===== src/design/text_terminal_char_buffer_unit_macros.svh =====
// ----------------------------------------------------------------------------
// Text terminal character buffer: assertion macros
// Shared assertion macros. Defining NO_ASSERTIONS leaves every use empty.
// ----------------------------------------------------------------------------
`ifndef TEXT_TERMINAL_CHAR_BUFFER_UNIT_MACROS_SVH
`define TEXT_TERMINAL_CHAR_BUFFER_UNIT_MACROS_SVH
`ifndef NO_ASSERTIONS
// The property must hold in the same cycle as the condition.
`define TTCB_ASSERT_IMPLIES(label, clk, rst, cond, prop, msg) \
  label: assert property (@(posedge clk) disable iff (rst) (cond) |-> (prop)) \
    else $error(msg);
// The property must hold in the cycle after the condition.
`define TTCB_ASSERT_NEXT(label, clk, rst, cond, prop, msg) \
  label: assert property (@(posedge clk) disable iff (rst) (cond) |=> (prop)) \
    else $error(msg);
`else
`define TTCB_ASSERT_IMPLIES(label, clk, rst, cond, prop, msg)
`define TTCB_ASSERT_NEXT(label, clk, rst, cond, prop, msg)
`endif
`endif


===== src/design/ttcb_pkg.sv =====
// ----------------------------------------------------------------------------
// Text terminal character buffer: package
// Screen geometry, command codes, word types and ring-row helpers.
// ----------------------------------------------------------------------------
package ttcb_pkg;

  // Screen geometry and field widths.
  localparam int COLS    = 32;
  localparam int ROWS    = 64;
  localparam int COL_W   = 5;
  localparam int ROW_W   = 6;
  localparam int CHAR_W  = 8;
  localparam int MODE_W  = 3;
  localparam int COUNT_W = 7;
  localparam int CELLS   = ROWS * COLS;
  localparam int ADDR_W  = $clog2(CELLS);

  // Byte that moves the cursor to the next line instead of being stored.
  localparam logic [CHAR_W-1:0] NEWLINE = 8'd10;

  // Command codes.
  localparam logic [MODE_W-1:0] MODE_PUT    = 3'd0;
  localparam logic [MODE_W-1:0] MODE_MOVE   = 3'd1;
  localparam logic [MODE_W-1:0] MODE_CLEAR  = 3'd2;
  localparam logic [MODE_W-1:0] MODE_SCROLL = 3'd3;
  localparam logic [MODE_W-1:0] MODE_READ   = 3'd4;

  typedef enum logic [1:0] {
    ST_IDLE,
    ST_READ,
    ST_SWEEP
  } state_t;

  typedef struct packed {
    logic [MODE_W-1:0]  mode;
    logic [CHAR_W-1:0]  char_code;
    logic [COL_W-1:0]   target_col;
    logic [ROW_W-1:0]   target_row;
    logic [COUNT_W-1:0] line_count;
  } cmd_t;

  typedef struct packed {
    logic [CHAR_W-1:0] cell_char;
    logic [COL_W-1:0]  cursor_col;
    logic [ROW_W-1:0]  cursor_row;
    logic              scrolled;
  } rsp_t;

  typedef struct packed {
    logic              we;
    logic [ADDR_W-1:0] addr;
    logic [CHAR_W-1:0] wdata;
  } mem_req_t;

  // Physical row that lies offs rows below base in the ring of rows.
  function automatic logic [ROW_W-1:0] ring_row(input logic [ROW_W-1:0] base,
                                                input logic [ROW_W-1:0] offs);
    logic [ROW_W:0] sum;
    sum = {1'b0, base} + {1'b0, offs};
    if (sum >= (ROW_W+1)'(ROWS)) begin
      sum = sum - (ROW_W+1)'(ROWS);
    end
    return sum[ROW_W-1:0];
  endfunction

  // Byte address of a cell from its physical row and column.
  function automatic logic [ADDR_W-1:0] cell_addr(input logic [ROW_W-1:0] row,
                                                  input logic [COL_W-1:0] col);
    return ADDR_W'(row) * ADDR_W'(COLS) + ADDR_W'(col);
  endfunction

endpackage


===== src/design/ttcb_out_queue.sv =====
// ----------------------------------------------------------------------------
// Text terminal character buffer: result queue
// Two-entry output queue: an output register and a skid register behind it.
// ----------------------------------------------------------------------------
module ttcb_out_queue (
  input  logic          clk,
  input  logic          rst,
  input  logic          push,
  input  ttcb_pkg::rsp_t push_word,
  output logic          full,
  output logic          rsp_valid,
  input  logic          rsp_stall,
  output ttcb_pkg::rsp_t rsp
);

  logic [1:0]     cnt;
  logic [1:0]     cnt_next;
  ttcb_pkg::rsp_t q0;
  ttcb_pkg::rsp_t q0_next;
  ttcb_pkg::rsp_t q1;
  ttcb_pkg::rsp_t q1_next;
  logic           pop;

  assign pop       = (cnt != 2'd0) && !rsp_stall;
  assign rsp_valid = (cnt != 2'd0);
  assign rsp       = q0;
  assign full      = (cnt == 2'd2);

  // Queue update: the head is always q0.
  always_comb begin
    cnt_next = cnt;
    q0_next  = q0;
    q1_next  = q1;
    unique case ({push, pop})
      2'b10: begin
        if (cnt == 2'd0) begin
          q0_next = push_word;
        end else begin
          q1_next = push_word;
        end
        cnt_next = cnt + 2'd1;
      end
      2'b01: begin
        q0_next  = q1;
        cnt_next = cnt - 2'd1;
      end
      2'b11: begin
        if (cnt == 2'd1) begin
          q0_next = push_word;
        end else begin
          q0_next = q1;
          q1_next = push_word;
        end
      end
      default: begin
      end
    endcase
  end

  always_ff @(posedge clk) begin
    if (rst) begin
      cnt <= 2'd0;
    end else begin
      cnt <= cnt_next;
    end
  end

  // Payload registers need no reset.
  always_ff @(posedge clk) begin
    q0 <= q0_next;
    q1 <= q1_next;
  end

endmodule


===== config.mk =====
export PLATFORM = sky130hd
export DESIGN_NAME = ttcb_out_queue
export DESIGN_NICKNAME = d
export VERILOG_FILES = /design/src/design/text_terminal_char_buffer_unit_macros.svh /design/src/design/ttcb_pkg.sv /design/src/design/ttcb_out_queue.sv
export SDC_FILE = /design/constraint.sdc
export NUM_CORES = 1
export LEC_CHECK = 0
export BUFFER_PORTS_ARGS = -buffer_cell sky130_fd_sc_hd__buf_2
export CORE_ASPECT_RATIO = 0.6
export CORE_UTILIZATION = 40
export DETAILED_ROUTE_END_ITERATION = 8
export PLACE_DENSITY = 0.68
export SLEW_MARGIN = 10
export SYNTH_ARGS = -nofsm -noshare
export SYNTH_HDL_FRONTEND = slang
export SYNTH_SLANG_ARGS = --single-unit

===== constraint.sdc =====
create_clock -name clk -period 5.4 [get_ports clk]
set_clock_uncertainty 0.1 [all_clocks]
set_input_delay 0.54 -clock clk [delete_from_list [all_inputs] [get_ports clk]]
set_output_delay 0.54 -clock clk [all_outputs]
set_load 0.1 [all_outputs]

==> flow_metrics.env, run 1 <==
export IMPL_status="complete, no violations"
export IMPL_min_period_over_period=0.6118
export IMPL_ant_nets=0
export IMPL_gp_congestion=0.7215
export IMPL_num_vias=1334
export IMPL_clock_path_buffers=2
export IMPL_fmax_mhz=302.7
export IMPL_grt_overflow_total=0
export IMPL_layout_min_cycle_time_ns=3.304
export IMPL_yosysSeqAreaShare=0.6056
export IMPL_path_clk_slew_ns=0.08
export IMPL_wirelength_um=3883
export IMPL_cts_sinks=42
export IMPL_cp_max_fo=23
export IMPL_cts_resized=0
export IMPL_dr_first_iter_drc_count=63
export IMPL_first_pass_iters=4
export IMPL_io_pins=46
export IMPL_n_antenna_cell=0
export IMPL_power_density_nw_per_um2=594.0
export IMPL_synth_fp_nets=189
export IMPL_setup_viol=0
export IMPL_ys_warn_count=0
export IMPL_max_slew_margin_rel=0.2633
export IMPL_synth_cell_types=18
export IMPL_cp_end_kind="flop"
export IMPL_critical_path_arrival_ns=3.11
export IMPL_synth_cells=157
export IMPL_cts_tree="yes"
export IMPL_finalWorstSetupSlack_ns=2.096
export IMPL_finalNonFillerCells=266
export IMPL_coreArea_um2=4755
export IMPL_drive_gt1_frac=0.3744
export IMPL_cts_hold_buf=0
export IMPL_htreeDepth=2
export IMPL_dieArea_um2=5423
export IMPL_die_h_um=57.45
export IMPL_min_path_type="in2reg"
export IMPL_fillers=423
export IMPL_root_buffer="clkbuf_8"
export IMPL_post_drt_wl_per_cell_um=14.60
export IMPL_clk_latency_ns=0.29
export IMPL_p_leak_nw=1.039
export IMPL_drv_slew=0
export IMPL_grt_usage=0.1608
export IMPL_cts_buffers=5
export IMPL_dp_slack_ns=2.104
export IMPL_grt_max_degree=24
export IMPL_maxCapViolCount=0
export IMPL_grt_pass1_vias=1303
export IMPL_setup_tns_ns=0
export IMPL_hpwl_um=2556
export IMPL_antenna_found_initial=0
export IMPL_io_buffers=45
export IMPL_rsz0062_at_grt="false"
export IMPL_tightest_slew_ns=1.105
export IMPL_post_place_cells=258
export IMPL_crit_required_ns=5.21
export IMPL_syn_area_per_cell_um2=13.05
export IMPL_synth_seq_cells=42
export IMPL_drcViolationCount=0
export IMPL_fp_dieW_um=94.41
export IMPL_syn2layout_area_growth_pct=19.66
export IMPL_grt_pass1_wl_um=6389
export IMPL_finalHoldViolCount=0
export IMPL_postCtsSetupBuffers=0
export IMPL_synthesis_area_um2=2049
export IMPL_power_total_w=0.001457
export IMPL_nNetsFinal=234
export IMPL_startpoint_type="flop"
export IMPL_worstSetupPathType="reg2reg"
export IMPL_vias_per_cell=5.015
export IMPL_vdd_drop_max_v=0.0003767
export IMPL_initial_core_util=0.4311
export IMPL_rows=19
[kinds of logic (layout without fill, tap and decap cells)]
logic type	after synthesis	after routing	synth area share
mux	20	20	0.1282
compound gates	26	26	0.08913
flops	42	42	0.6056
buf+inv	14	60	0.03968
fa+ha+maj	8	8	0.04884
simple gates	46	46	0.08425
xor+xnor	1	1	0.004274
[worst paths after layout]
check                           startpoint  slack (ns)      to  cells after the start
worst min-delay path                   rst        0.32  cnt[0]                      2
worst min register to register      cnt[0]        0.42  cnt[0]                      2
worst max register to register      cnt[0]        2.10   q1[2]                      6
worst max-delay path                cnt[0]        2.10   q1[2]                      6
[registers in the layout (all words and copies together) (netlist names)]
signal,flops
cnt,2
q1,20
rsp,20
[stage by stage]
step                utilization  hold WS (ns)  area [µm²]
finish                   0.5158        0.3220        2452
global route             0.5158        0.3075        2452
CTS                      0.5158        0.3107        2452
detailed placement       0.4858        0.4144        2310
global placement         0.4858        0.4103        2310
floorplan                     -        0.3837        2049
[worst max-delay path: stages (launching register included)]
cell	delay (ns)
dfxtp_1	0.41
inv_1	0.08
ha_1	0.23
nor2_1	0.27
ha_1	0.78
o21ai_0	0.20
a21oi_2	0.84
[cell usage after synthesis]
| cell | instances | area [µm²] |
|---|---|---|
| edfxtp_1 | 40 | 1201 |
| clkbuf_1 | 1 | 3.750 |
| xor2_1 | 1 | 8.760 |
| ha_1 | 8 | 100.1 |
| mux2_4 | 10 | 150.1 |
| inv_1 | 6 | 22.52 |
| o21ai_0 | 3 | 15.01 |
| a22oi_1 | 20 | 150.1 |
| buf_6 | 1 | 11.26 |
| nand2_1 | 42 | 157.7 |
| a211oi_1 | 1 | 7.510 |
| buf_1 | 1 | 3.750 |
| mux2_2 | 10 | 112.6 |
| buf_2 | 4 | 20.02 |
| dfxtp_1 | 2 | 40.04 |
| nor2_1 | 4 | 15.01 |
| a21oi_1 | 2 | 10.01 |
| buf_12 | 1 | 20.02 |
[cell type report]
cell class	instances	area, µm²	share of cell area
Sequential cell	42	1241	0.5061
Tap cell	63	78.83	0.03214
Clock buffer	6	82.58	0.03367
Multi-Input combinational cell	101	734.5	0.2995
Inverter	6	22.52	0.009184
Timing Repair Buffer	46	232.7	0.09490
Clock inverter	2	60.06	0.02449
[layout by cell type, fill, tap and decap left out, types with 4 or more instances in the layout]
master	synthesis	final
a22oi_1	20	20
mux2_4	10	10
buf_2	4	45
nor2_1	4	4
clkbuf_8	0	6
ha_1	8	8
mux2_2	10	10
nand2_1	42	42
inv_1	6	6
edfxtp_1	40	40
[layer usage]
layer	track usage	vias up	share of wire
met5	0	-	0
met4	0.04396	0	0.0085
met3	0.05200	6	0.058
met2	0.2360	41	0.43
met1	0.2291	626	0.51
li1	-	661	-
[power by group]
| group | switching, W | internal [W] | leakage (nW) |
|---|---|---|---|
| registers | 0.0000269 | 0.000467 | 0.402 |
| logic | 0.000523 | 0.000137 | 0.566 |
| clock network | 0.000106 | 0.000197 | 0.0714 |
Power figures use the tool's default switching activity.
==> run 2, diff against run 1 <==
--- a/config.mk
+++ b/config.mk
@@ -9,7 +9,7 @@
 export CORE_ASPECT_RATIO = 0.6
 export CORE_UTILIZATION = 40
 export DETAILED_ROUTE_END_ITERATION = 8
-export PLACE_DENSITY = 0.68
+export PLACE_DENSITY = 0.7
 export SLEW_MARGIN = 10
 export SYNTH_ARGS = -nofsm -noshare
 export SYNTH_HDL_FRONTEND = slang
==> constraint.sdc (replaced) <==
create_clock -name clk -period 2.75 [get_ports clk]
set_clock_uncertainty 0.1 [all_clocks]
set_input_delay 0.275 -clock clk [delete_from_list [all_inputs] [get_ports clk]]
set_output_delay 0.275 -clock clk [all_outputs]
set_load 0.1 [all_outputs]
==> run 2 against run 1 <==
Largest power group unchanged; combinational power is 98% higher; count of clock-buffer cells in the layout grew 2; via count is 1.5% higher; first-iteration DRC count rose by 19%; cell count up 1.5%; maximum frequency increased by 37%.
==> flow_metrics.env, run 2 (synthesis results as in run 1) <==
export IMPL_status="complete, no violations"
export IMPL_grt_usage=0.1565
export IMPL_clock_path_buffers=2
export IMPL_worstSetupPathType="reg2reg"
export IMPL_postCtsSetupBuffers=0
export IMPL_cts_tree="yes"
export IMPL_startpoint_type="flop"
export IMPL_fp_dieW_um=94.41
export IMPL_power_density_nw_per_um2=1100
export IMPL_nNetsFinal=238
export IMPL_dieArea_um2=5423
export IMPL_maxCapViolCount=0
export IMPL_root_buffer="clkbuf_8"
export IMPL_cp_common_cell="ha_1"
export IMPL_drive_gt1_frac=0.3816
export IMPL_grt_pass1_wl_um=6175
export IMPL_cp_max_fo=20
export IMPL_first_pass_iters=4
export IMPL_clk_latency_ns=0.29
export IMPL_io_pins=46
export IMPL_fmax_mhz=415.3
export IMPL_grt_max_degree=22
export IMPL_syn2layout_area_growth_pct=18.68
export IMPL_fillers=425
export IMPL_cp_end_kind="flop"
export IMPL_drv_slew=0
export IMPL_tightest_slew_ns=0.8497
export IMPL_crit_required_ns=2.62
export IMPL_gp_congestion=0.7529
export IMPL_post_drt_wl_per_cell_um=14.39
export IMPL_cts_buffers=5
export IMPL_min_period_over_period=0.8757
export IMPL_hp_start="rst"
export IMPL_timing_critical_path_cells="inv_1 -> ha_1 -> nor2_1 -> ha_1 -> o21ai_0 -> a21oi_2 -> buf_4"
export IMPL_r2r_end="q1[0]"
export IMPL_r2r_cells=7
export IMPL_grt_overflow_total=0
export IMPL_die_h_um=57.45
export IMPL_max_slew_margin_rel=0.4329
export IMPL_r2r_start="cnt[0]"
export IMPL_dr_first_iter_drc_count=75
export IMPL_drcViolationCount=0
export IMPL_slowest_stage="ha_1"
export IMPL_initial_core_util=0.4311
export IMPL_rows=19
export IMPL_layout_commonest_cell="buf_2"
export IMPL_rsz0062_at_grt="false"
export IMPL_coreArea_um2=4755
export IMPL_holdPathStages=2
export IMPL_vdd_drop_max_v=0.0004944
export IMPL_path_buf_inv=2
export IMPL_critPathTopFamily="adder cells"
export IMPL_htreeDepth=2
export IMPL_regToRegSetupSlack_ns=0.34
export IMPL_timing_hold_ws_ns=0.05678
export IMPL_antenna_found_initial=0
export IMPL_final_cell_mix="45 x buf_2, 42 x nand2_1, 40 x edfxtp_1, 20 x a22oi_1"
export IMPL_met1_usage=0.2110
export IMPL_critical_path_arrival_ns=2.28
export IMPL_cts_resized=0
export IMPL_vias_per_cell=5.015
export IMPL_finalHoldViolCount=0
export IMPL_critPathMaxStageDelay_ns=0.45
export IMPL_grt_use_met2=0.2443
export IMPL_met3_usage=0.05067
export IMPL_p_leak_nw=1.036
export IMPL_cts_hold_buf=0
export IMPL_hpwl_um=2699
export IMPL_ant_nets=0
export IMPL_n_antenna_cell=0
export IMPL_setup_tns_ns=0
export IMPL_num_vias=1354
export IMPL_cts_sinks=42
export IMPL_min_path_type="in2reg"
export IMPL_grt_busiest_layer="met2"
export IMPL_grt_pass1_vias=1333
export IMPL_worstHoldEndpoint="cnt[0]"
export IMPL_setup_viol=0
export IMPL_layout_min_cycle_time_ns=2.408
export IMPL_wirelength_um=3886
export IMPL_path_clk_slew_ns=0.07
export IMPL_io_buffers=45
[run 2: changes by cell type in the layout (fill, tap and decap cells not counted), sizes merged]
| cell | before | now |
|---|---|---|
| clkbuf | 6 | 8 |
| buf | 46 | 50 |
| bufinv | 2 | 0 |
[run 2: cell type report]
cell class | count | area (µm²) | area share
Clock buffer | 8 | 90.09 | 0.03704
Inverter | 6 | 22.52 | 0.009259
Multi-Input combinational cell | 101 | 737.0 | 0.3030
Sequential cell | 42 | 1241 | 0.5103
Tap cell | 63 | 78.83 | 0.03241
Timing Repair Buffer | 50 | 262.8 | 0.1080
[run 2: worst max-delay path by stage]
| stage | start | slack [ns] | end | cells after the start |
|---|---|---|---|---|
| after detailed placement | cnt[0] | 0.33 | q1[8] | 7 |
| final | cnt[0] | 0.34 | q1[0] | 7 |
| after floorplan | cnt[0] | 0.05 | q1[0] | 6 |
| after CTS | cnt[0] | 0.32 | q1[3] | 7 |
| after global placement | cnt[0] | 0.42 | q1[8] | 7 |
| after global routing | cnt[0] | 0.16 | q1[14] | 7 |
[run 2: power by group]
part	internal [W]	switching, W	leakage (nW)
Sequential	0.000913	0.0000528	0.402
Combinational	0.000280	0.00103	0.588
Clock	0.000205	0.000194	0.0455
Total	0.00140	0.00128	1.04
[run 2: per-stage QoR]
stage / utilization / power (W) / setup WS, ns / instance area, µm² / std cells
6_report: 0.5116 / 0.002675 / 0.3419 / 2432 / 270
5_1_grt: 0.5116 / 0.002797 / 0.1588 / 2432 / 270
3_5_place_dp: 0.4926 / 0.002297 / 0.3275 / 2342 / 262
4_1_cts: 0.5116 / 0.002704 / 0.3220 / 2432 / 270
2_1_floorplan: - / 0.002103 / 0.05307 / 2049 / 157
3_3_place_gp: 0.4926 / 0.002277 / 0.4156 / 2342 / 262
[run 2: per-layer routing]
layer / vias up / routed length, µm
met3: 2 / 241
met2: 41 / 1808
met1: 646 / 1809
met4: 0 / 27
met5: - / 0
li1: 665 / -
==> run 3, diff against run 2 <==
--- a/config.mk
+++ b/config.mk
@@ -10,6 +10,7 @@
 export CORE_UTILIZATION = 40
 export DETAILED_ROUTE_END_ITERATION = 8
 export PLACE_DENSITY = 0.7
+export RECOVER_POWER = 25
 export SLEW_MARGIN = 10
 export SYNTH_ARGS = -nofsm -noshare
 export SYNTH_HDL_FRONTEND = slang
==> run 3 against run 2 <==
Sequential cell count is the same; register-to-register slack is essentially flat; wire length grew 0.85%; global-route usage is the same; sequential share of layout area grew 0.69 points; critical path type unchanged.
==> flow_metrics.env, run 3 (synthesis results as in run 1) <==
export IMPL_n_antenna_cell=0
export IMPL_grt_usage=0.1565
export IMPL_coreArea_um2=4755
export IMPL_p_switching_w=0.001281
export IMPL_ant_nets=0
export IMPL_r2r_end="q1[0]"
export IMPL_rows=19
export IMPL_power_frac_comb=0.488
export IMPL_htreeDepth=2
export IMPL_fillers=435
export IMPL_regToRegSetupSlack_ns=0.34
export IMPL_root_buffer="clkbuf_8"
export IMPL_dieArea_um2=5423
export IMPL_pwr_share_seq=0.363
export IMPL_grt_pass1_wl_um=6175
export IMPL_worstSetupPathType="reg2reg"
export IMPL_r2r_start="cnt[0]"
export IMPL_final_cell_mix="42 x nand2_1, 40 x edfxtp_1, 28 x clkbuf_1, 20 x a22oi_1, 19 x buf_2"
export IMPL_cp_common_cell="ha_1"
export IMPL_p_int_w=0.001387
export IMPL_cts_tree="yes"
export IMPL_die_h_um=57.45
export IMPL_postCtsSetupBuffers=0
export IMPL_cts_buffers=5
export IMPL_layout_commonest_cell="nand2_1"
export IMPL_layout_min_cycle_time_ns=2.412
export IMPL_grt_busiest_layer="met2"
export IMPL_maxCapViolCount=0
export IMPL_r2r_cells=7
export IMPL_drive_gt1_frac=0.2560
export IMPL_first_pass_iters=4
export IMPL_cp_max_fo=20
export IMPL_multi_input_area_um2=737.0
export IMPL_grt_max_degree=22
export IMPL_fmax_mhz=414.5
export IMPL_cp_end_kind="flop"
export IMPL_drcViolationCount=0
export IMPL_post_drt_wl_per_cell_um=14.51
export IMPL_hpwl_um=2699
export IMPL_power_share_clock=0.149
export IMPL_clock_path_buffers=2
export IMPL_cts_sinks=42
export IMPL_path_clk_slew_ns=0.07
export IMPL_holdPathStages=2
export IMPL_power_total_w=0.002667
export IMPL_antenna_found_initial=0
export IMPL_finalHoldViolCount=0
export IMPL_timing_critical_path_cells="inv_1 -> ha_1 -> nor2_1 -> ha_1 -> o21ai_0 -> a21oi_2 -> buf_4"
export IMPL_grt_use_met2=0.2443
export IMPL_clk_latency_ns=0.29
export IMPL_io_buffers=45
export IMPL_met1_usage=0.2110
export IMPL_tightest_slew_ns=1.166
export IMPL_met3_usage=0.05067
export IMPL_slowest_stage="ha_1"
export IMPL_crit_required_ns=2.62
export IMPL_rsz0062_at_grt="false"
export IMPL_cts_resized=0
export IMPL_max_slew_margin_rel=0.2261
export IMPL_wirelength_um=3919
export IMPL_power_density_nw_per_um2=1112
export IMPL_hp_start="rst"
export IMPL_num_vias=1345
export IMPL_status="complete, no violations"
export IMPL_worstHoldEndpoint="cnt[0]"
export IMPL_fp_dieW_um=94.41
export IMPL_switching_share=0.4801
export IMPL_setup_tns_ns=0
export IMPL_dr_first_iter_drc_count=70
export IMPL_startpoint_type="flop"
export IMPL_vdd_drop_max_v=0.0004942
export IMPL_vias_per_cell=4.981
export IMPL_setup_viol=0
export IMPL_io_pins=46
export IMPL_grt_overflow_total=0
export IMPL_syn2layout_area_growth_pct=17.09
export IMPL_cts_hold_buf=0
export IMPL_gp_congestion=0.7529
export IMPL_grt_pass1_vias=1333
export IMPL_p_leak_nw=0.9638
export IMPL_critical_path_arrival_ns=2.28
export IMPL_timing_hold_ws_ns=0.05805
export IMPL_min_period_over_period=0.8772
export IMPL_nNetsFinal=238
export IMPL_drv_slew=0
export IMPL_min_path_type="in2reg"
export IMPL_initial_core_util=0.4311
export IMPL_critPathMaxStageDelay_ns=0.46
export IMPL_seq_area_um2=1241
## run 3: cell types whose count changed in the layout (fill, tap and decap cells not counted), sizes merged
cell and delta:
clkbuf +26, buf -26
## run 3: worst max-delay path by stage
stage	from	end	slack (ns)	cells past startpoint
floorplan	cnt[0]	q1[0]	0.05	6
global placement	cnt[0]	q1[8]	0.42	7
detailed placement	cnt[0]	q1[8]	0.33	7
CTS	cnt[0]	q1[3]	0.32	7
global route	cnt[0]	q1[14]	0.16	7
finish	cnt[0]	q1[0]	0.34	7
## run 3: stage by stage
stage	cell area, µm²	instances	util	setup slack, ns
2_1_floorplan	2049	157	-	0.05307
3_3_place_gp	2342	262	0.4926	0.4156
3_5_place_dp	2342	262	0.4926	0.3275
4_1_cts	2432	270	0.5116	0.3220
5_1_grt	2400	270	0.5047	0.1588
6_report	2400	270	0.5047	0.3376
## run 3: metal layers
layer	wire [µm]	share of wire	vias up
li1	-	-	667
met1	1863	0.48	640
met2	1819	0.46	36
met3	210	0.054	2
met4	27	0.0069	0
met5	0	0	-
## run 3: power groups by stage
stage               clock (W)  combinational (W)  sequential, W
floorplan                   0           0.000479        0.00162
global route         0.000433            0.00137       0.000985
finish               0.000399            0.00130       0.000967
CTS                  0.000415            0.00132       0.000967
detailed placement          0            0.00132       0.000979
global placement            0            0.00130       0.000974
## run 3: area by class of cell
type,count,area share
Tap cell,63,0.03285
Timing Repair Buffer,50,0.09593
Sequential cell,42,0.5172
Clock buffer,8,0.03754
Inverter,6,0.009385
Multi-Input combinational cell,101,0.3071
## run 3: worst max-delay path, delay by kind of cell, from the launching register on
| kind | cells | cell delay (ns) |
|---|---|---|
| flip-flops | 1 | 0.40 |
| AO/OA/AOI/OAI | 2 | 0.28 |
| AND/OR/NAND/NOR | 1 | 0.25 |
| adder cells (fa/ha/maj) | 2 | 0.70 |
| buffers and inverters | 2 | 0.36 |
