--- src/design/text_terminal_char_buffer_unit_macros.svh ---
// ----------------------------------------------------------------------------
// Text terminal character buffer: assertion macros
// Shared assertion macros. Defining NO_ASSERTIONS leaves every use empty.
// ----------------------------------------------------------------------------
`ifndef TEXT_TERMINAL_CHAR_BUFFER_UNIT_MACROS_SVH
`define TEXT_TERMINAL_CHAR_BUFFER_UNIT_MACROS_SVH
`ifndef NO_ASSERTIONS
// The property must hold in the same cycle as the condition.
`define TTCB_ASSERT_IMPLIES(label, clk, rst, cond, prop, msg) \
  label: assert property (@(posedge clk) disable iff (rst) (cond) |-> (prop)) \
    else $error(msg);
// The property must hold in the cycle after the condition.
`define TTCB_ASSERT_NEXT(label, clk, rst, cond, prop, msg) \
  label: assert property (@(posedge clk) disable iff (rst) (cond) |=> (prop)) \
    else $error(msg);
`else
`define TTCB_ASSERT_IMPLIES(label, clk, rst, cond, prop, msg)
`define TTCB_ASSERT_NEXT(label, clk, rst, cond, prop, msg)
`endif
`endif

--- src/design/ttcb_pkg.sv ---
// ----------------------------------------------------------------------------
// Text terminal character buffer: package
// Screen geometry, command codes, word types and ring-row helpers.
// ----------------------------------------------------------------------------
package ttcb_pkg;

  // Screen geometry and field widths.
  localparam int COLS    = 32;
  localparam int ROWS    = 64;
  localparam int COL_W   = 5;
  localparam int ROW_W   = 6;
  localparam int CHAR_W  = 8;
  localparam int MODE_W  = 3;
  localparam int COUNT_W = 7;
  localparam int CELLS   = ROWS * COLS;
  localparam int ADDR_W  = $clog2(CELLS);

  // Byte that moves the cursor to the next line instead of being stored.
  localparam logic [CHAR_W-1:0] NEWLINE = 8'd10;

  // Command codes.
  localparam logic [MODE_W-1:0] MODE_PUT    = 3'd0;
  localparam logic [MODE_W-1:0] MODE_MOVE   = 3'd1;
  localparam logic [MODE_W-1:0] MODE_CLEAR  = 3'd2;
  localparam logic [MODE_W-1:0] MODE_SCROLL = 3'd3;
  localparam logic [MODE_W-1:0] MODE_READ   = 3'd4;

  typedef enum logic [1:0] {
    ST_IDLE,
    ST_READ,
    ST_SWEEP
  } state_t;

  typedef struct packed {
    logic [MODE_W-1:0]  mode;
    logic [CHAR_W-1:0]  char_code;
    logic [COL_W-1:0]   target_col;
    logic [ROW_W-1:0]   target_row;
    logic [COUNT_W-1:0] line_count;
  } cmd_t;

  typedef struct packed {
    logic [CHAR_W-1:0] cell_char;
    logic [COL_W-1:0]  cursor_col;
    logic [ROW_W-1:0]  cursor_row;
    logic              scrolled;
  } rsp_t;

  typedef struct packed {
    logic              we;
    logic [ADDR_W-1:0] addr;
    logic [CHAR_W-1:0] wdata;
  } mem_req_t;

  // Physical row that lies offs rows below base in the ring of rows.
  function automatic logic [ROW_W-1:0] ring_row(input logic [ROW_W-1:0] base,
                                                input logic [ROW_W-1:0] offs);
    logic [ROW_W:0] sum;
    sum = {1'b0, base} + {1'b0, offs};
    if (sum >= (ROW_W+1)'(ROWS)) begin
      sum = sum - (ROW_W+1)'(ROWS);
    end
    return sum[ROW_W-1:0];
  endfunction

  // Byte address of a cell from its physical row and column.
  function automatic logic [ADDR_W-1:0] cell_addr(input logic [ROW_W-1:0] row,
                                                  input logic [COL_W-1:0] col);
    return ADDR_W'(row) * ADDR_W'(COLS) + ADDR_W'(col);
  endfunction

endpackage

--- src/design/ttcb_ctrl.sv ---
// ----------------------------------------------------------------------------
// Text terminal character buffer: command controller
// Cursor and ring state, command decode and the cell-clearing sweep.
// ----------------------------------------------------------------------------
`include "text_terminal_char_buffer_unit_macros.svh"

module ttcb_ctrl (
  input  logic                              clk,
  input  logic                              rst,
  input  logic                              cmd_valid,
  output logic                              cmd_stall,
  input  ttcb_pkg::cmd_t                    cmd,
  input  logic                              q_full,
  output logic                              push,
  output ttcb_pkg::rsp_t                    push_word,
  output ttcb_pkg::mem_req_t                mem_req,
  input  logic [ttcb_pkg::CHAR_W-1:0]       rd_data
);

  ttcb_pkg::state_t                 state;
  ttcb_pkg::state_t                 state_next;
  logic [ttcb_pkg::COL_W-1:0]       cur_col;
  logic [ttcb_pkg::COL_W-1:0]       cur_col_next;
  logic [ttcb_pkg::ROW_W-1:0]       cur_row;
  logic [ttcb_pkg::ROW_W-1:0]       cur_row_next;
  logic [ttcb_pkg::ROW_W-1:0]       top;
  logic [ttcb_pkg::ROW_W-1:0]       top_next;
  logic [ttcb_pkg::ROW_W-1:0]       sw_base;
  logic [ttcb_pkg::ROW_W-1:0]       sw_base_next;
  logic [ttcb_pkg::ROW_W-1:0]       sw_row;
  logic [ttcb_pkg::ROW_W-1:0]       sw_row_next;
  logic [ttcb_pkg::COL_W-1:0]       sw_col;
  logic [ttcb_pkg::COL_W-1:0]       sw_col_next;
  logic [ttcb_pkg::ROW_W-1:0]       sw_last;
  logic [ttcb_pkg::ROW_W-1:0]       sw_last_next;
  logic [ttcb_pkg::COL_W-1:0]       tc;
  logic [ttcb_pkg::ROW_W-1:0]       tr;
  logic [ttcb_pkg::ROW_W-1:0]       lc_rows;
  logic                             accept;
  logic                             scr;

  // New words are taken only when idle and the result queue has room.
  assign cmd_stall = (state != ttcb_pkg::ST_IDLE) || q_full;
  assign accept    = cmd_valid && !cmd_stall;
  assign lc_rows   = cmd.line_count[ttcb_pkg::ROW_W-1:0];

  // Saturate the move and read targets to the screen.
  always_comb begin
    tc = cmd.target_col;
    tr = cmd.target_row;
    if (int'(cmd.target_col) > ttcb_pkg::COLS - 1) begin
      tc = ttcb_pkg::COL_W'(ttcb_pkg::COLS - 1);
    end
    if (int'(cmd.target_row) > ttcb_pkg::ROWS - 1) begin
      tr = ttcb_pkg::ROW_W'(ttcb_pkg::ROWS - 1);
    end
  end

  // Next state, memory requests and results.
  always_comb begin
    state_next   = state;
    cur_col_next = cur_col;
    cur_row_next = cur_row;
    top_next     = top;
    sw_base_next = sw_base;
    sw_row_next  = sw_row;
    sw_col_next  = sw_col;
    sw_last_next = sw_last;
    mem_req      = '0;
    push         = 1'b0;
    push_word    = '0;
    scr          = 1'b0;
    unique case (state)
      ttcb_pkg::ST_IDLE: begin
        if (accept) begin
          unique case (cmd.mode)
            ttcb_pkg::MODE_PUT: begin
              if (cmd.char_code != ttcb_pkg::NEWLINE) begin
                mem_req.we    = 1'b1;
                mem_req.addr  = ttcb_pkg::cell_addr(ttcb_pkg::ring_row(top, cur_row),
                                                    cur_col);
                mem_req.wdata = cmd.char_code;
              end
              if (cmd.char_code == ttcb_pkg::NEWLINE ||
                  int'(cur_col) == ttcb_pkg::COLS - 1) begin
                cur_col_next = '0;
                if (int'(cur_row) == ttcb_pkg::ROWS - 1) begin
                  // Bottom row: blank the old top row and roll by one.
                  scr          = 1'b1;
                  sw_base_next = top;
                  sw_last_next = '0;
                  sw_row_next  = '0;
                  sw_col_next  = '0;
                  top_next     = ttcb_pkg::ring_row(top, ttcb_pkg::ROW_W'(1));
                  state_next   = ttcb_pkg::ST_SWEEP;
                end else begin
                  cur_row_next = cur_row + ttcb_pkg::ROW_W'(1);
                end
              end else begin
                cur_col_next = cur_col + ttcb_pkg::COL_W'(1);
              end
            end
            ttcb_pkg::MODE_MOVE: begin
              cur_col_next = tc;
              cur_row_next = tr;
            end
            ttcb_pkg::MODE_CLEAR: begin
              cur_col_next = '0;
              cur_row_next = '0;
              top_next     = '0;
              sw_base_next = '0;
              sw_last_next = ttcb_pkg::ROW_W'(ttcb_pkg::ROWS - 1);
              sw_row_next  = '0;
              sw_col_next  = '0;
              state_next   = ttcb_pkg::ST_SWEEP;
            end
            ttcb_pkg::MODE_SCROLL: begin
              if (int'(cmd.line_count) >= ttcb_pkg::ROWS) begin
                // A full screen or more blanks everything.
                scr          = 1'b1;
                top_next     = '0;
                sw_base_next = '0;
                sw_last_next = ttcb_pkg::ROW_W'(ttcb_pkg::ROWS - 1);
                sw_row_next  = '0;
                sw_col_next  = '0;
                state_next   = ttcb_pkg::ST_SWEEP;
              end else if (cmd.line_count != '0) begin
                scr          = 1'b1;
                sw_base_next = top;
                sw_last_next = lc_rows - ttcb_pkg::ROW_W'(1);
                sw_row_next  = '0;
                sw_col_next  = '0;
                top_next     = ttcb_pkg::ring_row(top, lc_rows);
                state_next   = ttcb_pkg::ST_SWEEP;
              end
            end
            ttcb_pkg::MODE_READ: begin
              mem_req.addr = ttcb_pkg::cell_addr(ttcb_pkg::ring_row(top, tr), tc);
              state_next   = ttcb_pkg::ST_READ;
            end
            default: begin
            end
          endcase
          // Every command but read reports at once.
          if (cmd.mode != ttcb_pkg::MODE_READ) begin
            push                 = 1'b1;
            push_word.cell_char  = '0;
            push_word.cursor_col = cur_col_next;
            push_word.cursor_row = cur_row_next;
            push_word.scrolled   = scr;
          end
        end
      end
      ttcb_pkg::ST_READ: begin
        push                 = 1'b1;
        push_word.cell_char  = rd_data;
        push_word.cursor_col = cur_col;
        push_word.cursor_row = cur_row;
        push_word.scrolled   = 1'b0;
        state_next           = ttcb_pkg::ST_IDLE;
      end
      ttcb_pkg::ST_SWEEP: begin
        // Blank one cell a cycle over the rows being exposed or cleared.
        mem_req.we    = 1'b1;
        mem_req.addr  = ttcb_pkg::cell_addr(ttcb_pkg::ring_row(sw_base, sw_row), sw_col);
        mem_req.wdata = '0;
        if (int'(sw_col) == ttcb_pkg::COLS - 1) begin
          sw_col_next = '0;
          if (sw_row == sw_last) begin
            state_next = ttcb_pkg::ST_IDLE;
          end else begin
            sw_row_next = sw_row + ttcb_pkg::ROW_W'(1);
          end
        end else begin
          sw_col_next = sw_col + ttcb_pkg::COL_W'(1);
        end
      end
      default: begin
        state_next = ttcb_pkg::ST_IDLE;
      end
    endcase
  end

  // Reset starts a sweep that blanks the whole cell memory.
  always_ff @(posedge clk) begin
    if (rst) begin
      state   <= ttcb_pkg::ST_SWEEP;
      cur_col <= '0;
      cur_row <= '0;
      top     <= '0;
      sw_base <= '0;
      sw_row  <= '0;
      sw_col  <= '0;
      sw_last <= ttcb_pkg::ROW_W'(ttcb_pkg::ROWS - 1);
    end else begin
      state   <= state_next;
      cur_col <= cur_col_next;
      cur_row <= cur_row_next;
      top     <= top_next;
      sw_base <= sw_base_next;
      sw_row  <= sw_row_next;
      sw_col  <= sw_col_next;
      sw_last <= sw_last_next;
    end
  end

  `TTCB_ASSERT_IMPLIES(a_sweep_row_range, clk, rst, state == ttcb_pkg::ST_SWEEP, sw_row <= sw_last, "sweep row ran past its last row")
  `TTCB_ASSERT_NEXT(a_read_one_cycle, clk, rst, state == ttcb_pkg::ST_READ, state == ttcb_pkg::ST_IDLE, "read did not finish in one cycle")
  `TTCB_ASSERT_IMPLIES(a_cursor_range, clk, rst, 1'b1, int'(cur_col) < ttcb_pkg::COLS && int'(cur_row) < ttcb_pkg::ROWS, "cursor left the screen")

endmodule

--- config.mk ---
export PLATFORM = sky130hd
export DESIGN_NAME = ttcb_ctrl
export DESIGN_NICKNAME = d
export VERILOG_FILES = /design/src/design/ttcb_pkg.sv /design/src/design/ttcb_ctrl.sv
export VERILOG_INCLUDE_DIRS = /design/src /design/src/design
export SDC_FILE = /design/constraint.sdc
export NUM_CORES = 1
export LEC_CHECK = 0
export BUFFER_PORTS_ARGS = -buffer_cell sky130_fd_sc_hd__buf_2
export CAP_MARGIN = 0
export CORE_MARGIN = 2
export CORE_UTILIZATION = 60
export DETAILED_ROUTE_END_ITERATION = 8
export HOLD_SLACK_MARGIN = 0.03
export PLACE_DENSITY = 0.84
export RECOVER_POWER = 100
export SKIP_CTS_REPAIR_TIMING = 1
export SLEW_MARGIN = 20
export SYNTH_ARGS = -nofsm -noshare
export SYNTH_HDL_FRONTEND = slang
export SYNTH_SLANG_ARGS = --single-unit
--- constraint.sdc ---
create_clock -name clk -period 7.1 [get_ports clk]
set_clock_uncertainty 0.05 [all_clocks]
set_input_delay 1.42 -clock clk [delete_from_list [all_inputs] [get_ports clk]]
set_output_delay 1.42 -clock clk [all_outputs]
set_load 0.1 [all_outputs]
==> flow_metrics.py, run 1 <==
metrics = {
    "outcome": {
        "status": "complete, but fails checks",
        "violations": "max-capacitance violations, max-slew violations",
    },
    "logic_synthesis": {
        "synth_commonest_cells": "nand2_1, a21oi_1, dfxtp_1",
        "syn_inst": 478,
        "synth.most_common_cell": "nand2_1",
        "syn-cell-area_um2": 3710,
        "synth_seq_cells": 42,
        "syn_area_per_cell_um2": 7.77,
        "ys_seq_area_share_pct": 22.6,
        "synth_top_area_share_pct": 22.6,
        "yosys.area.top_type": "dfxtp_1",
        "synth_area_leaders": "dfxtp_1, ha_1, a21oi_1",
        "async_flop_share_pct": 0,
        "yosysWarnings": 0,
        "synth_fp_nets": 551,
        "synth_flop_cell": "dfxtp_1",
        "yosysUniqueCellTypes": 54,
        "synth-edff-count": 0,
    },
    "worst_setup_path": {
        "cp_top_family": "compound AO/OA/AOI/OAI gates",
        "start_kind": "input port",
        "ff2ff_path_depth": 8,
        "path_cells": "clkbuf_1 > or3_1 > a21oi_1 > a22oi_1 > o22ai_1 > clkbuf_1",
        "slowest_delay_ps": 920,
        "crit_start": "cmd[28]",
        "reg2reg_from": "cur_col[0]$_SDFFE_PP0P_",
        "path_buf_inv": 2,
        "path_depth": 6,
        "cp_slowest_cell": "a21oi_1",
        "criticalPathCategory": "input port to output port",
        "end_kind": "output port",
        "reg2reg_slack_ps": 2440,
        "r2r-end": "top[5]$_SDFFE_PP0P_",
        "crit_end": "mem_req[16]",
        "arrival_ps": 4620,
        "cp_max_fo": 16,
        "crit_required_ps": 5630,
        "path_common_cell": "clkbuf_1",
    },
    "final_layout": {
        "diodes": 0,
        "ff_latch_area_um2": 841,
        "multi_input_area_um2": 2670,
        "final_nets": 614,
        "fillers": 548,
        "areaGrowthSynthToFinish_pct": 10.4,
        "drive_above_1_share_pct": 10.1,
    },
    "floorplan": {
        "die_area_um2": 6840,
        "die_width_um": 82.7,
        "die_y_um": 82.7,
        "num_rows": 28,
        "design.core.area_um2": 5960,
        "ios": 83,
        "start_util_pct": 62.4,
    },
    "pwr": {
        "seq_power_share_pct": 48.8,
        "swShare_pct": 31.6,
        "power_density_nw_per_um2": 119,
        "pwr-share-clk_pct": 36.5,
        "p_sw_uw": 155,
        "power.total_uw": 490,
        "combPwrFrac_pct": 14.8,
        "p_int_uw": 335,
        "leakage_uw": 0.00168,
        "ir_drop_uv": 114,
    },
    "global_route": {
        "grt_pass1_wl_mm": 16.8,
        "track_usage_pct": 31.4,
        "grt_util_met3_pct": 5.43,
        "gr-total-overflow": 0,
        "antenna_found_initial": 0,
        "grtUsageMet1_pct": 40.9,
        "met2_usage_pct": 52.3,
        "grt_pass1_vias": 3574,
        "top_usage_layer": "met2",
        "grt_max_degree": 45,
    },
    "clock_tree": {
        "cts_root_buffer": "clkbuf_8",
        "numCtsBuffers": 5,
        "clock_sinks": 42,
        "clock_latency_ps": 310,
        "clockBufferDepth": 2,
        "cts_tree": "yes",
        "htreeDepth": 2,
        "clk_pin_slew_worst_paths_ps": 100,
    },
    "routing": {
        "wl_per_cell_um": 17.1,
        "wl_mm": 10.6,
        "antenna_left": 0,
        "drt_first_iter_violations": 264,
        "remaining_drc_errors": 0,
        "via_count": 3919,
        "drt_first_pass_iters": 5,
        "viasPerCell": 6.35,
    },
    "placement": {
        "post-dp-hpwl_mm": 7.82,
        "dpl_worst_slack_ps": 1590,
        "port-buffer-count": 82,
        "gp_congestion": 0.960,
    },
    "sta": {
        "hold_violations": 0,
        "tightestPinTransition_ps": 1670,
        "setup_tns_ps": 0,
        "finalSetupViolations": 0,
        "drv_slew": 6,
        "max_clock_freq_mhz": 164,
        "maxSlewHeadroom_pct": -14.5,
        "period_minus_slack_ps": 6090,
        "rsz0062_at_grt": "no",
        "period_share_pct": 85.8,
        "fin_ws_ps": 1010,
    },
    "job": {
        "drv_cap": 1,
    },
    "worst_hold_path": {
        "hold_class": "flip-flop to flip-flop",
    },
}
[metrics by stage]
stage / instances / area, um^2 / hold WS, ps / utilization (%)
finish: 617 / 4100 / 417 / 68.9
global route: 617 / 4100 / 444 / 68.9
CTS: 617 / 4190 / 416 / 70.4
detailed placement: 609 / 4090 / 400 / 68.7
global placement: 609 / 4090 / 396 / 68.7
floorplan: 478 / 3710 / 386 / -
[worst min path at each step]
stage                                    endpoint  slack (ps)  depth (start not counted)                     from
after floorplan           sw_base[2]$_SDFFE_PP0P_         390                          2  sw_base[2]$_SDFFE_PP0P_
after global placement    sw_base[0]$_SDFFE_PP0P_         400                          2  sw_base[0]$_SDFFE_PP0P_
after detailed placement  sw_base[0]$_SDFFE_PP0P_         400                          2  sw_base[0]$_SDFFE_PP0P_
after CTS                 sw_base[0]$_SDFFE_PP0P_         420                          2  sw_base[0]$_SDFFE_PP0P_
after global routing      sw_base[2]$_SDFFE_PP0P_         440                          2  sw_base[2]$_SDFFE_PP0P_
final                     sw_base[0]$_SDFFE_PP0P_         420                          2  sw_base[0]$_SDFFE_PP0P_
[worst register-to-register path, cell delays in order, from the launching register on]
cell and delay, ps:
dfxtp_1 440, ha_1 220, and3_1 170, ha_1 190, a211oi_1 160, a2111oi_0 1430
nand2_1 1020, or4_1 740, a31oi_1 160
[sequential cells by signal, indices dropped and copies added, names as in the netlist]
name,cells
state,2
top,6
cur_row,6
sw_last,6
sw_base,6
sw_col,5
cur_col,5
sw_row,6
[kinds of logic (layout without fill, tap and decap cells)]
kind of cell             after synthesis  in the layout  synth area share (%)
XOR/XNOR                              34             34                  8.02
AND/OR/NAND/NOR                      185            185                  26.0
multiplexers                           1              1                 0.269
buffers and inverters                 37            101                  4.58
flip-flops                            42             42                  22.6
AO/OA/AOI/OAI                        147            147                  26.9
adder cells (fa/ha/maj)               32             32                  11.6
[layout make-up]
cell class	count	share of cell area, %
clock inverters	3	0.701
repair buffers	83	8.91
inverters	10	0.915
clock buffers	5	1.68
multi-input cells	399	65.0
well taps	75	2.29
flip-flops and latches	42	20.5
[cell usage in the layout, fill, tap and decap left out, types with 3 or more instances in the layout]
cell | netlist | final
xor2_1 | 11 | 11
clkbuf_8 | 0 | 5
nor2b_1 | 6 | 6
ha_1 | 28 | 28
o21bai_1 | 3 | 3
nor2_1 | 29 | 29
xnor2_1 | 23 | 23
o21ai_0 | 23 | 23
a211o_1 | 6 | 6
and2_1 | 17 | 15
a21o_1 | 11 | 11
clkbuf_1 | 18 | 42
a21oi_1 | 44 | 44
nand4_1 | 6 | 6
a311oi_1 | 3 | 3
nor3_1 | 14 | 14
a22o_1 | 5 | 5
nor3b_1 | 3 | 4
inv_1 | 10 | 10
nand3b_1 | 4 | 4
or3_1 | 4 | 4
a22oi_1 | 13 | 13
a211oi_1 | 13 | 14
fa_1 | 4 | 4
and3_1 | 10 | 10
nand2b_1 | 7 | 7
a31oi_1 | 3 | 3
nand2_1 | 56 | 56
nor4_1 | 3 | 3
dfxtp_1 | 42 | 42
nand3_1 | 19 | 19
o31ai_1 | 4 | 4
buf_2 | 4 | 40
[layer usage]
| metal | wire length (um) | share of wire, % |
|---|---|---|
| met4 | 230 | 2.2 |
| met5 | 0 | 0 |
| met1 | 4570 | 43 |
| met2 | 4960 | 47 |
| met3 | 804 | 7.6 |
[power by group through the flow]
stage	Combinational [uW]	Clock, uW	Sequential, uW
3_5_place_dp	72.3	0	244
2_1_floorplan	47.0	0	244
4_1_cts	72.7	178	239
3_3_place_gp	70.8	0	244
6_report	72.2	179	239
5_1_grt	78.6	187	239
No activity file was read; power rests on OpenSTA's default activity.
==> inputs of run 2 (changes only) <==
--- a/config.mk
+++ b/config.mk
@@ -6,10 +6,12 @@
 export SDC_FILE = /design/constraint.sdc
 export NUM_CORES = 1
 export LEC_CHECK = 0
+export ABC_AREA = 1
 export BUFFER_PORTS_ARGS = -buffer_cell sky130_fd_sc_hd__buf_2
 export CAP_MARGIN = 0
+export CORE_ASPECT_RATIO = 1.5
 export CORE_MARGIN = 2
-export CORE_UTILIZATION = 60
+export CORE_UTILIZATION = 61
 export DETAILED_ROUTE_END_ITERATION = 8
 export HOLD_SLACK_MARGIN = 0.03
 export PLACE_DENSITY = 0.84
==> flow_metrics.py, run 2 <==
metrics = {
    "logic_synthesis": {
        "synth.most_common_cell": "nand2_1",
        "syn-cell-area_um2": 4070,
        "yosysWarnings": 0,
        "synth_area_leaders": "dfxtp_1, nand2_1, ha_1",
        "synth_fp_nets": 721,
        "yosysUniqueCellTypes": 44,
        "synth_seq_cells": 42,
        "ys_seq_area_share_pct": 20.7,
        "synth_commonest_cells": "nand2_1, inv_1, a21oi_1",
        "synth_top_area_share_pct": 20.7,
        "synth_flop_cell": "dfxtp_1",
        "yosys.area.top_type": "dfxtp_1",
        "synth-edff-count": 0,
        "syn_area_per_cell_um2": 6.28,
        "async_flop_share_pct": 0,
        "syn_inst": 648,
    },
    "global_route": {
        "gr-total-overflow": 0,
        "grt_max_degree": 38,
        "grt_pass1_vias": 4180,
        "track_usage_pct": 30.6,
        "grt_pass1_wl_mm": 18.5,
        "antenna_found_initial": 0,
    },
    "worst_setup_path": {
        "criticalPathCategory": "input port to output port",
        "arrival_ps": 4090,
        "start_kind": "input port",
        "reg2reg_slack_ps": 3250,
        "reg2reg_from": "state[0]$_SDFFE_PP0P_",
        "crit_required_ps": 5630,
        "ff2ff_path_depth": 6,
        "cp_max_fo": 32,
        "r2r-end": "sw_base[4]$_SDFFE_PP0P_",
        "end_kind": "output port",
    },
    "sta": {
        "tightestPinTransition_ps": 1210,
        "hold_violations": 0,
        "drv_slew": 0,
        "whs_ps": 444,
        "max_clock_freq_mhz": 180,
        "setup_tns_ps": 0,
        "period_minus_slack_ps": 5560,
        "finalSetupViolations": 0,
        "rsz0062_at_grt": "no",
        "period_share_pct": 78.3,
        "maxSlewHeadroom_pct": 19.0,
    },
    "routing": {
        "via_count": 4549,
        "wl_per_cell_um": 14.3,
        "drt_first_pass_iters": 5,
        "wl_mm": 11.3,
        "viasPerCell": 5.74,
        "antenna_left": 0,
        "drt_first_iter_violations": 282,
        "remaining_drc_errors": 0,
    },
    "worst_hold_path": {
        "whs_path_depth": 2,
        "min-delay-start": "sw_last[4]$_SDFFE_PP1P_",
        "min_to": "sw_last[4]$_SDFFE_PP1P_",
        "hold_class": "flip-flop to flip-flop",
    },
    "clock_tree": {
        "clock_latency_ps": 310,
        "numCtsBuffers": 5,
        "clock_sinks": 42,
        "htreeDepth": 2,
        "clockBufferDepth": 2,
        "clk_pin_slew_worst_paths_ps": 80,
        "cts_root_buffer": "clkbuf_8",
        "cts_tree": "yes",
    },
    "final_layout": {
        "fillers": 666,
        "ff_latch_area_um2": 841,
        "areaGrowthSynthToFinish_pct": 9.47,
        "multi_input_area_um2": 2710,
        "diodes": 0,
        "final_cells": 793,
        "drive_above_1_share_pct": 10.0,
        "final_common_cell": "nand2_1",
        "most-common-layout-cells": "nand2_1, inv_1, o21ai_0",
        "final_nets": 789,
        "final_core_util_pct": 68.7,
    },
    "pwr": {
        "ir_drop_uv": 165,
        "combPwrFrac_pct": 15.8,
        "p_sw_uw": 146,
        "swShare_pct": 29.9,
        "leakage_uw": 0.00217,
        "p_int_uw": 341,
        "power_density_nw_per_um2": 109,
        "seq_power_share_pct": 48.9,
        "power.total_uw": 487,
        "pwr-share-clk_pct": 35.3,
    },
    "floorplan": {
        "die_area_um2": 7350,
        "start_util_pct": 62.7,
        "design.core.area_um2": 6490,
        "ios": 83,
        "die_y_um": 104,
        "num_rows": 36,
        "die_width_um": 70.7,
    },
    "outcome": {
        "status": "finished, final reports clean",
    },
    "placement": {
        "gp_congestion": 0.874,
        "post-dp-hpwl_mm": 8.82,
        "post-place-cells": 785,
        "port-buffer-count": 82,
    },
    "job": {
        "drv_cap": 0,
    },
}
run 2: changes by cell type after synthesis, moves of 15 or more:
cell,delta
a21oi_1,+17
nand2_1,+100
and2_1,-17
xnor2_1,-15
o21ai_0,+32
inv_1,+75
nand3_1,+22
run 2: logic make-up after synthesis:
group / synth area share, %
fa+ha+maj: 10.6
flops: 20.7
simple gates: 32.1
buf+inv: 11.7
xor+xnor: 4.31
compound gates: 20.7
run 2: area by class of cell:
class	count	area share, %
Multi-Input combinational cell	491	60.9
Sequential cell	42	18.9
Inverter	94	8.01
Clock buffer	7	1.94
Tap cell	76	2.13
Clock inverter	1	0.197
Timing Repair Buffer	82	7.98
run 2: critical path, cell delays in order:
cell and delay [ps]:
buf_2 90, inv_1 60, nand3_1 430, inv_1 860, nand2_1 200, nor2_1 140, clkbuf_1 870
run 2: power by group through the flow:
| stage | registers, uW | logic, uW | clock network (uW) |
|---|---|---|---|
| 6_report | 238 | 76.9 | 172 |
| 5_1_grt | 239 | 85.2 | 184 |
| 4_1_cts | 238 | 77.1 | 175 |
| 3_5_place_dp | 244 | 76.8 | 0 |
| 3_3_place_gp | 244 | 75.3 | 0 |
| 2_1_floorplan | 244 | 51.5 | 0 |
run 2: per-stage QoR:
stage	setup WS [ps]	instance area (um^2)
after floorplan	894	4070
final	1540	4450
after global placement	2250	4450
after global routing	1350	4450
after detailed placement	2180	4450
after CTS	2170	4550
run 2: layer usage:
layer  global-route usage [%]  part of all wire, %  vias to the layer above
met3                     3.68                  6.5                       36
met5                        0                    0                        -
met4                     14.3                  3.7                        0
li1                         -                    -                     2269
met1                     35.7                   39                     2055
met2                     54.3                   51                      189
run 2: how the worst max path moves through the flow:
stage	startpoint	endpoint	slack, ps	depth (start not counted)
final	q_full	mem_req[3]	1540	7
after global routing	q_full	mem_req[3]	1350	7
after CTS	q_full	mem_req[3]	2170	7
after detailed placement	q_full	mem_req[3]	2180	7
after global placement	cmd[26]	push_word[1]	2250	8
after floorplan	cmd[27]	mem_req[5]	890	6
==> inputs of run 3 (changes only) <==
--- a/config.mk
+++ b/config.mk
@@ -6,15 +6,15 @@
 export SDC_FILE = /design/constraint.sdc
 export NUM_CORES = 1
 export LEC_CHECK = 0
-export ABC_AREA = 1
+export ABC_AREA = 0
 export BUFFER_PORTS_ARGS = -buffer_cell sky130_fd_sc_hd__buf_2
 export CAP_MARGIN = 0
 export CORE_ASPECT_RATIO = 1.5
 export CORE_MARGIN = 2
-export CORE_UTILIZATION = 61
+export CORE_UTILIZATION = 55
 export DETAILED_ROUTE_END_ITERATION = 8
 export HOLD_SLACK_MARGIN = 0.03
-export PLACE_DENSITY = 0.84
+export PLACE_DENSITY = 0.78
 export RECOVER_POWER = 100
 export SKIP_CTS_REPAIR_TIMING = 1
 export SLEW_MARGIN = 20
==> constraint.sdc (replaced) <==
create_clock -name clk -period 5.6 [get_ports clk]
set_clock_uncertainty 0.05 [all_clocks]
set_input_delay 1.12 -clock clk [delete_from_list [all_inputs] [get_ports clk]]
set_output_delay 1.12 -clock clk [all_outputs]
set_load 0.1 [all_outputs]
==> flow_metrics.py, run 3 (synthesis gave the netlist of run 1 again) <==
metrics = {
    "outcome": {
        "status": "finished, final reports clean",
    },
    "pwr": {
        "ir_drop_uv": 148,
        "leakage_uw": 0.00175,
        "power.total_uw": 654,
        "power_density_nw_per_um2": 156,
    },
    "routing": {
        "wl_per_cell_um": 16.9,
        "drt_first_pass_iters": 4,
        "antenna_left": 0,
        "drt_first_iter_violations": 241,
        "via_count": 3894,
        "viasPerCell": 6.28,
        "remaining_drc_errors": 0,
        "wl_mm": 10.5,
    },
    "clock_tree": {
        "numCtsBuffers": 5,
        "clk_pin_slew_worst_paths_ps": 90,
        "htreeDepth": 2,
        "clockBufferDepth": 2,
        "cts_tree": "yes",
        "clock_latency_ps": 300,
        "clock_sinks": 42,
        "cts_root_buffer": "clkbuf_8",
    },
    "sta": {
        "hold_violations": 0,
        "maxSlewHeadroom_pct": 12.0,
        "rsz0062_at_grt": "no",
        "finalSetupViolations": 0,
        "setup_tns_ps": 0,
        "period_minus_slack_ps": 4930,
        "max_clock_freq_mhz": 203,
        "period_share_pct": 88.0,
        "tightestPinTransition_ps": 1320,
        "drv_slew": 0,
        "fin_ws_ps": 673,
    },
    "final_layout": {
        "drive_above_1_share_pct": 13.4,
        "fillers": 596,
        "multi_input_area_um2": 2710,
        "diodes": 0,
        "ff_latch_area_um2": 841,
        "final_nets": 616,
        "most-common-layout-cells": "nand2_1, buf_2, a21oi_1",
        "areaGrowthSynthToFinish_pct": 12.9,
        "final_common_cell": "nand2_1",
        "final_core_util_pct": 64.2,
        "fin_area_um2": 4200,
    },
    "placement": {
        "gp_congestion": 0.925,
        "dpl_worst_slack_ps": 1120,
        "port-buffer-count": 82,
        "placed_area_um2": 4120,
        "post-dp-hpwl_mm": 8.00,
    },
    "worst_setup_path": {
        "cp_max_fo": 16,
        "end_kind": "output port",
        "arrival_ps": 3760,
        "criticalPathCategory": "input port to output port",
        "start_kind": "input port",
        "crit_required_ps": 4430,
    },
    "floorplan": {
        "die_width_um": 71.1,
        "design.core.area_um2": 6530,
        "die_area_um2": 7440,
        "start_util_pct": 56.9,
        "ios": 83,
        "die_y_um": 105,
        "num_rows": 36,
    },
    "global_route": {
        "grt_pass1_vias": 3723,
        "gr-total-overflow": 0,
        "track_usage_pct": 28.3,
        "grt_max_degree": 45,
        "antenna_found_initial": 0,
        "grt_pass1_wl_mm": 17.1,
    },
    "worst_hold_path": {
        "hold_class": "flip-flop to flip-flop",
    },
    "job": {
        "drv_cap": 0,
    },
}
-- run 3: layout make-up --
class / count / share of cell area (%)
inverter: 10 / 0.895
sequential: 42 / 20.0
tap: 76 / 2.27
clock inverter: 3 / 1.16
timing repair buffer: 85 / 9.42
multi-input combinational: 399 / 64.6
clock buffer: 5 / 1.64
-- run 3: worst max-delay path, cell delays in order --
cell and delay [ps]:
buf_2 260, nor3b_1 1080, a22oi_1 210, o21ai_0 190, clkbuf_1 880
-- run 3: metrics by stage --
step | hold WS (ps) | std cells
floorplan | 386 | 478
global placement | 395 | 612
detailed placement | 402 | 612
CTS | 415 | 620
global route | 434 | 620
finish | 415 | 620
-- run 3: path summary, 6_finish.rpt --
path | slack (ps) | start | to | cells after the start
min | 410 | sw_base[3]$_SDFFE_PP0P_ | sw_base[3]$_SDFFE_PP0P_ | 2
max reg2reg | 2270 | cur_col[0]$_SDFFE_PP0P_ | top[5]$_SDFFE_PP0P_ | 8
max | 670 | cmd[28] | mem_req[8] | 5
min reg2reg | 410 | sw_base[3]$_SDFFE_PP0P_ | sw_base[3]$_SDFFE_PP0P_ | 2
-- run 3: routing by layer --
layer | track usage [%] | up-vias | wire (um)
met5 | 0 | - | 0
met4 | 12.7 | 0 | 407
met3 | 4.44 | 36 | 691
met2 | 51.8 | 182 | 5370
met1 | 31.4 | 1800 | 4010
li1 | - | 1876 | -
-- run 3: power breakdown --
part	leakage [uW]	switching, uW	total (uW)	internal (uW)
registers	0.000339	2.10	302	300
logic	0.00136	61.4	92.9	31.4
clock network	0.0000563	123	259	136
